**src/rtl/bbc_pkg.sv**
```systemverilog
`timescale 1ns / 1ps
// ----------------------------------------------------------------------------
// bbc_pkg
// Shared types and constants of the Brainfuck bytecode execution core.
// ----------------------------------------------------------------------------
package bbc_pkg;

    localparam int TAPE_DEPTH_DEF = 32768;
    localparam int CELL_BITS_DEF  = 32;
    localparam int PC_BITS_DEF    = 16;

    localparam int LEN_BITS  = 16;
    localparam int NPC_BITS  = 16;
    localparam int DIST_BITS = 8;
    localparam int CHAR_BITS = 8;

    localparam int S_DATA_BITS = 24;
    localparam int S_USER_BITS = 3;
    localparam int M_DATA_BITS = 32;

    typedef enum logic [2:0] {
        OP_PTR_INC  = 3'd0,
        OP_PTR_DEC  = 3'd1,
        OP_CELL_INC = 3'd2,
        OP_CELL_DEC = 3'd3,
        OP_OUT      = 3'd4,
        OP_IN       = 3'd5,
        OP_BR_ZERO  = 3'd6,
        OP_BR_NZERO = 3'd7
    } op_t;

    typedef struct packed {
        logic cell_we;
        logic ptr_move;
        logic out_valid;
    } exec_ctrl_t;

endpackage

```
**src/rtl/bbc_exec.sv**
```systemverilog
`timescale 1ns / 1ps
// ----------------------------------------------------------------------------
// bbc_exec
// Instruction execute logic: next pointer, next cell value and next counter.
// ----------------------------------------------------------------------------
module bbc_exec
    import bbc_pkg::*;
#(
    parameter int TAPE_DEPTH = TAPE_DEPTH_DEF,
    parameter int CELL_BITS  = CELL_BITS_DEF,
    parameter int PC_BITS    = PC_BITS_DEF
) (
    input  op_t                           op,
    input  logic [DIST_BITS-1:0]          jdist,
    input  logic [CHAR_BITS-1:0]          cbyte,
    input  logic                          ceof,
    input  logic [CELL_BITS-1:0]          cell_in,
    input  logic [$clog2(TAPE_DEPTH)-1:0] dp,
    input  logic [PC_BITS-1:0]            pc,
    output exec_ctrl_t                    ctrl,
    output logic [CELL_BITS-1:0]          cell_next,
    output logic [$clog2(TAPE_DEPTH)-1:0] dp_next,
    output logic [PC_BITS-1:0]            pc_next
);

    localparam int DP_BITS = $clog2(TAPE_DEPTH);
    localparam logic [DP_BITS-1:0] DP_LAST = DP_BITS'(TAPE_DEPTH - 1);

    logic [PC_BITS-1:0] pc_inc;
    logic [PC_BITS-1:0] dist_ext;
    logic               cell_zero;

    assign pc_inc    = pc + 1'b1;
    assign dist_ext  = PC_BITS'(jdist);
    assign cell_zero = (cell_in == '0);

    always_comb
    begin
        ctrl      = '0;
        cell_next = cell_in;
        dp_next   = dp;
        pc_next   = pc_inc;
        unique case (op)
            OP_PTR_INC:
            begin
                dp_next       = (dp == DP_LAST) ? '0 : dp + 1'b1;
                ctrl.ptr_move = 1'b1;
            end
            OP_PTR_DEC:
            begin
                dp_next       = (dp == '0) ? DP_LAST : dp - 1'b1;
                ctrl.ptr_move = 1'b1;
            end
            OP_CELL_INC:
            begin
                cell_next    = cell_in + 1'b1;
                ctrl.cell_we = 1'b1;
            end
            OP_CELL_DEC:
            begin
                cell_next    = cell_in - 1'b1;
                ctrl.cell_we = 1'b1;
            end
            OP_OUT:
            begin
                ctrl.out_valid = 1'b1;
            end
            OP_IN:
            begin
                cell_next    = ceof ? '1 : CELL_BITS'(cbyte);
                ctrl.cell_we = 1'b1;
            end
            OP_BR_ZERO:
            begin
                pc_next = cell_zero ? pc + dist_ext : pc_inc;
            end
            OP_BR_NZERO:
            begin
                pc_next = cell_zero ? pc_inc : pc - dist_ext;
            end
            default:
            begin
                pc_next = pc_inc;
            end
        endcase
    end

endmodule

```
**config.mk**
```make
export PLATFORM = sky130hd
export DESIGN_NAME = bbc_exec
export DESIGN_NICKNAME = d
export VERILOG_FILES = /design/src/rtl/bbc_pkg.sv /design/src/rtl/bbc_exec.sv
export SDC_FILE = /design/constraint.sdc
export NUM_CORES = 1
export LEC_CHECK = 0
export ABC_CLOCK_PERIOD_IN_PS = 5400
export BUFFER_PORTS_ARGS = -buffer_cell sky130_fd_sc_hd__buf_2
export CAP_MARGIN = 20
export CORE_MARGIN = 8
export CORE_UTILIZATION = 45
export DETAILED_ROUTE_END_ITERATION = 12
export PLACE_DENSITY_LB_ADDON = 0.3
export SLEW_MARGIN = 20
export SYNTH_ARGS = -nofsm -noshare
export SYNTH_HDL_FRONTEND = slang
export SYNTH_SLANG_ARGS = --single-unit
export TNS_END_PERCENT = 5
```
**constraint.sdc**
```tcl
create_clock -name vclk -period 5.4
set_clock_uncertainty 0.15 [all_clocks]
set_input_delay 0.27 -clock vclk [all_inputs]
set_output_delay 0.27 -clock vclk [all_outputs]
set_load 0.02 [all_outputs]
```
# Word-level counts from Yosys, hierarchy flattened

Cells that the tools add are included.

Bits in registers: 0
Output and inout bits: 66
Logic and storage cells: 31

$add $sub $neg: 7
Equal/unequal tests: 8
Mux-type cells: 11
Reduce and logical (&&, ||, !) cells: 5

Operators by type and width:

| operator                                             | number |
|---|---|
| one-hot mux 32 bit (3 select lines)                  | 1 |
| adder 32 x 1 -> 32 bit (second input constant)       | 1 |
| logical NOT 32 bit                                   | 1 |
| two-way mux 16 bit                                   | 2 |
| two-way mux 32 bit                                   | 1 |
| one-hot mux 16 bit (2 select lines)                  | 1 |
| subtractor 32 x 1 -> 32 bit (second input constant)  | 1 |
| two-way mux 15 bit                                   | 2 |
| one-hot mux 15 bit (2 select lines)                  | 1 |
| adder 16 x 1 -> 16 bit (second input constant)       | 1 |
| adder 16 x 8 -> 16 bit                               | 1 |
| subtractor 16 x 8 -> 16 bit                          | 1 |
| adder 15 x 1 -> 15 bit (second input constant)       | 1 |
| equality test 15 bit (second input constant)         | 1 |
| logical NOT 15 bit                                   | 1 |
| subtractor 15 x 1 -> 15 bit (second input constant)  | 1 |
| equality test 3 bit (second input constant)          | 4 |
| equality test 3 x 2 -> 1 bit (second input constant) | 2 |
| equality test 3 x 1 -> 1 bit (second input constant) | 1 |
| logical NOT 3 bit                                    | 1 |
| two-way mux 1 bit                                    | 3 |
| OR reduction 3 bit                                   | 1 |
| OR reduction 2 bit                                   | 1 |

# Longest topological paths before layout

Gate-level depths: netlist of the first run.

Depth in word-level cells: 3
Mapped depth: 14
Mapped depth without buffers: 11

# Worst setup path after synthesis of the first run

Ideal clock, no wire load.

Kind: input to output
From: input port op[2]
To: output port cell_next[20]
Data arrival time: 3.925 ns
Path slack: 1.055 ns
Stages on the path: 14
Path buffers: 4
Path through: clkbuf_1 -> nand3b_1 -> clkbuf_1 -> buf_1 -> buf_1 -> xnor2_1 -> ha_1 -> nor4_1 -> nor3_1 -> o2111ai_1 -> a21boi_0 -> o221a_2 -> or4_1 -> a31oi_1

Longest elaborated chain between the ends: 2
Elaborated cells on any way between the ends: 4
Those cells by class: eq/ne (3); mux (1)

Ends and longest elaborated chain:

| what                                                                | line           | source |
|---|---|---|
| from (decl)                                                         | bbc_exec.sv:13 | `input op_t op,` |
| equality test 3 bit or equality test 3 x 2 -> 1 bit (tied branches) | bbc_exec.sv:43 | `unique case (op)` |
| one-hot mux 32 bit (3 select lines) (*)                             | bbc_exec.sv:43 |  |
| to (decl)                                                           | bbc_exec.sv:21 | `output logic [CELL_BITS-1:0] cell_next,` |

Every way passes the cells marked *; elsewhere a longest branch is shown, timed or not.

# Worst setup path in the final report of the first run

Same ends and word-level chain as after synthesis.

==> results.md, run 1 <==
* Syn Nets at 973
* Via density at 6.60
* Final wirelength at approximately 20000 um
* First-pass GRT wire length at 31100 um
* Tot Pwr at 513 uW
* Cell leakage power at 0.00231 uW
* Final TNS setup at 0 ns
* Setup bufs post-CTS at 0
* ANT nets after route at 0
* Max-Cap Viols at 0
* Area Growth Syn to Fin at 12.8%
* DRC viols at 0
* # port buffers at 149
* DR WL met2 at roughly 9000 um
* FFs & Latches at 0
* Achievable Freq at approximately 240 MHz
* Tmin final at 4.13 ns
* Status: complete, no violations
* WHS Endpoint: dp_next[12]
* RSZ-0062 raised after global routing: false
* DR WL/cell at about 18 um
* Final setup viols at 0
* Post-synthesis cell count at 866
* Total GRT Usage at 23.9%
* Num rows at 39
* Library cells used by synthesis at 77
* DRT iter0 DRCs at roughly 950
* Mapped Avg Cell Area at roughly 6 um^2
* Synth top area share at 7.20%
* Die area at between 15000 and 20000 um^2
* Clock buffer count at 0
* Routed wl met3 at 2020 um
* Worst Hold Slack at 0.730 ns
* Final HPWL DP at about 15000 um
* Share of cells above drive strength 1 at a little under a fifth
* Period utilization at 76.5%
* Max VDD drop at 0.0549 mV
* DP Cell Count at 1083
* Post-layout util at between 50% and 60%
* Chip Height at approximately 120 um
* Pwr/cell area at 87.2 nW/um^2
* Hold crit path type: in2out
* Via count at 7148
* Initial Util at roughly 46%
* Core area at ~11000 um^2
* Final std cells w/o fill at roughly 1.1k
* Post-cts sizing count at 0
* Critical Path AT at about 3.7 ns
* Chip width at ~120 um
* Commonest cells post-synth: nand2_1, nor2_1, a21oi_1
* Initial antenna violation count at 0
* Hold_buf cts at 0
* Count leader, synth: nand2_1
* Register area at 0 um^2
* Worst hold stages at 3
* Startpoint types: primary input
* GPL Wtd Cong at ~1.0
* Wire length on met1 at ~8200 um
* Crit end category: primary output
* Top cells by area, synth: a21oi_1, o21ai_0, nand2_1, xnor2_1, nor2_1
* Boundary Pins at 149
* Synthesis warning total at 0
* Hold Crit Start: dp[12]
* First drt pass iteration count at 5
* Hold Violations, Final at 0
* N_diodes at 0
* Fin nets at 1049
* Total congestion overflow at 0
* Synthesized area at 5220 um^2
* Largest net degree at the start of global routing at 67
* Worst Max-Slew Pin Slew at 0.967 ns
* Critical Path RT at roughly 5 ns
* Vias in the first global route at about 6.3k
* WS Path Type: in2out
* Slew margin rel. at 35.0%
* Post-synthesis sequential area ratio at 0%
* DR top layer: met4
* Final Max Slew Viols at 0
* Area leader, netlist: a21oi_1
* Max Fanout on Critical Path at 35
==> final cells by class <==
type,instances,area [um^2]
Timing Repair Buffer,159,821
Multi-Input combinational cell,749,4760
Tap cell,143,179
Inverter,32,120
Fill cell,1209,5490
==> report_power, final <==
part           internal (uW)  leakage [uW]  switching, uW
sequential                 0             0              0
clock                      0             0              0
combinational            182       0.00231            330
==> worst max-delay path by stage <==
stage	start	endpoint	slack, ns	depth (start not counted)
after floorplan	op[2]	cell_next[20]	1.06	14
after global placement	op[1]	cell_next[20]	1.45	12
after detailed placement	op[2]	cell_next[20]	1.39	11
after CTS	op[2]	cell_next[20]	1.38	11
after global routing	op[2]	cell_next[20]	1.07	11
final	op[2]	cell_next[20]	1.27	11
==> critical path, stage by stage <==
cell,delay [ns]
buf_2,0.37
nand3b_1,0.20
buf_4,0.37
clkinv_1,0.53
mux2i_1,0.27
o21ai_1,0.30
a21oi_1,0.13
o221a_2,0.33
or4_1,0.46
a31oi_1,0.25
buf_2,0.21
==> cells by family (layout without fill, tap and decap cells) <==
logic type | count (synthesis) | count (layout) | share of synthesized area [%]
buffers and inverters | 117 | 191 | 8.71
adders and majority gates | 24 | 24 | 6.05
xor gates and xnor gates | 47 | 47 | 7.89
and+or+nand+nor | 366 | 366 | 36.2
muxes | 16 | 16 | 3.12
AOI/OAI and AO/OA | 296 | 296 | 38.1
==> metrics by stage <==
step | area, um^2 | setup WS (ns)
final | 5880 | 1.27
after global routing | 5880 | 1.07
after CTS | 5880 | 1.38
after detailed placement | 5880 | 1.39
after global placement | 5880 | 1.45
after floorplan | 5220 | 1.06
==> layer usage <==
metal	track usage, %	vias up
met3	2.27	33
met5	0	-
met4	6.62	0
li1	-	3439
met1	32.9	3264
met2	38.7	412
==> layout by cell type (no fill, tap or decap), drive strengths merged, types with 11 or more instances in the layout <==
cell and instances:
a21oi 75, a31oi 16, nand2b 12, inv 30
o21ai 66, nor4 26, xnor2 34, buf 159
nor2 78, nor3 43, mux2i 14, xor2 13
nand2 82, o221ai 13, o211ai 11, or4 19
nand3 27, ha 22, nand4 14, or3 18
and3 16
(Power assumes the default switching activity.)
==> run 2, diff against run 1 <==
Settings changed: ABC_CLOCK_PERIOD_IN_PS 5400 to 3800.
Clock period 5.4 ns to 3.8 ns, I/O delays scaled along.
==> run 2 against run 1 <==
Net effect: worst setup slack got worse by 0.86 ns; utilization rose by 1.1 points; combinational power rose by 44%; flip-flop and latch count did not move; non-clock buffer count rose by 15; cell area rose by 2.2%; count of clock-buffer cells in the layout did not move; total power rose by 44%; routed wire length rose by 1.1%; hold slack got worse by 0.16 ns.
==> results.md, run 2 (synthesis gave the netlist of run 1 again) <==
* Status: complete, no violations (unchanged)
* Initial Util at 45.9% (unchanged)
* Crit end category: primary output (unchanged)
* Share of cells above drive strength 1 at 20.4% (was 18.8%)
* Num rows at 39 (unchanged)
* Tmin final at 3.39 ns
* Worst Max-Slew Pin Slew at 0.865 ns (was 0.967 ns)
* DR WL met2 at 9200 um (was 9020 um)
* Wire length on met1 at 8370 um (was 8220 um)
* Final setup viols at 0 (unchanged)
* Hold Violations, Final at 0 (unchanged)
* RSZ-0062 raised after global routing: false (unchanged)
* Max VDD drop at 0.0834 mV (was 0.0549 mV)
* Initial antenna violation count at 0 (unchanged)
* Pwr/cell area at 123 nW/um^2 (was 87.2 nW/um^2)
* Max Fanout on Critical Path at 11 (was 35)
* Slew margin rel. at 42.1% (was 35.0%)
* FFs & Latches at 0 (unchanged)
* First-pass GRT wire length at 31400 um (was 31100 um)
* Total GRT Usage at 24.2% (was 23.9%)
* DRT iter0 DRCs at 860 (was 951)
* Setup bufs post-CTS at 0 (unchanged)
* Period utilization at about 89%
* DRC viols at 0 (unchanged)
* N_diodes at 0 (unchanged)
* Core area at 11400 um^2 (unchanged)
* Die area at 15300 um^2 (unchanged)
* Commonest non-fill, non-tap cell in the layout: buf_2 (unchanged)
* Startpoint types: primary input (unchanged)
* Area Growth Syn to Fin at 15.2% (was 12.8%)
* Most frequent cells in the layout: buf_2, nand2_1, nor2_1, a21oi_1, o21ai_0 (unchanged)
* Hold Crit Start: dp[12] (unchanged)
* Hold_buf cts at 0 (unchanged)
* Max-Cap Viols at 0 (unchanged)
* Post-layout util at 52.9% (was 51.7%)
* Chip Height at 124 um (unchanged)
* Vias in the first global route at 6317 (was 6261)
* Critical path startpoint: cell_in[1] (was op[2])
* Via count at 7189 (was 7148)
* Chip width at 124 um (unchanged)
* Fillers at 1195 (was 1209)
* WS Path Type: in2out (unchanged)
* Largest net degree at the start of global routing at 67 (unchanged)
* Post-cts sizing count at 0 (unchanged)
* GPL Wtd Cong at 0.978 (was 1.01)
* Final Max Slew Viols at 0 (unchanged)
* Clock buffer count at 0 (unchanged)
* Final HPWL DP at 14900 um (was 14600 um)
* Final wirelength at 19900 um (was 19700 um)
* First drt pass iteration count at 5 (unchanged)
* Boundary Pins at 149 (unchanged)
* Fin nets at 1064 (was 1049)
* Via density at 6.55 (was 6.60)
* Total congestion overflow at 0 (unchanged)
* DR WL/cell at 18.1 um (was 18.2 um)
* Final TNS setup at 0 ns (unchanged)
* Critical Path RT at 3.46 ns (was 4.98 ns)
* DR top layer: met4 (unchanged)
* Cell leakage power at 0.00239 uW (was 0.00231 uW)
* Register area at 0 um^2 (unchanged)
* Hold crit path type: in2out (unchanged)
* # port buffers at 149 (unchanged)
* Routed wl met3 at 1870 um (was 2020 um)
* Critical Path AT at 3.05 ns (was 3.71 ns)
* Achievable Freq at between 200 and 300 MHz
* ANT nets after route at 0 (unchanged)
-- run 2: critical path: stages --
cell	delay, ns
buf_2	0.16
or4_1	0.67
nor4_1	0.50
and4_1	0.46
buf_4	0.23
o21ai_0	0.09
and2_1	0.16
nor4_1	0.27
a221oi_1	0.10
buf_2	0.21
-- run 2: metrics by stage --
| stage | hold WS, ns | total power, uW | cell area, um^2 | instances | setup WS [ns] |
|---|---|---|---|---|---|
| 2_1_floorplan | 0.358 | 500 | 5240 | 866 | 0.0621 |
| 3_3_place_gp | 0.572 | 724 | 6010 | 1098 | 0.419 |
| 3_5_place_dp | 0.570 | 726 | 6010 | 1098 | 0.449 |
| 4_1_cts | 0.571 | 730 | 6010 | 1098 | 0.424 |
| 5_1_grt | 0.596 | 798 | 6010 | 1098 | 0.155 |
| 6_report | 0.572 | 737 | 6010 | 1098 | 0.408 |
-- run 2: power by group --
part	switching, uW	internal (uW)	leakage, uW
clock	0	0	0
sequential	0	0	0
combinational	472	265	0.00239
total	472	265	0.00239
-- run 2: worst paths after layout --
check / cells after the start / end / slack, ns
max: 10 / pc_next[12] / 0.41
min: 3 / dp_next[12] / 0.57
-- run 2: routing by layer --
| layer | up-vias | global-route usage, % |
|---|---|---|
| met5 | - | 0 |
| met1 | 3285 | 32.9 |
| met4 | 0 | 6.55 |
| met2 | 392 | 40.1 |
| met3 | 41 | 1.77 |
| li1 | 3471 | - |
-- run 2: final cells by class --
class	instances	area, um^2	area share, %
inverter	32	120	2.00
multi-input combinational	749	4780	79.5
tap	143	179	2.98
timing repair buffer	174	933	15.5
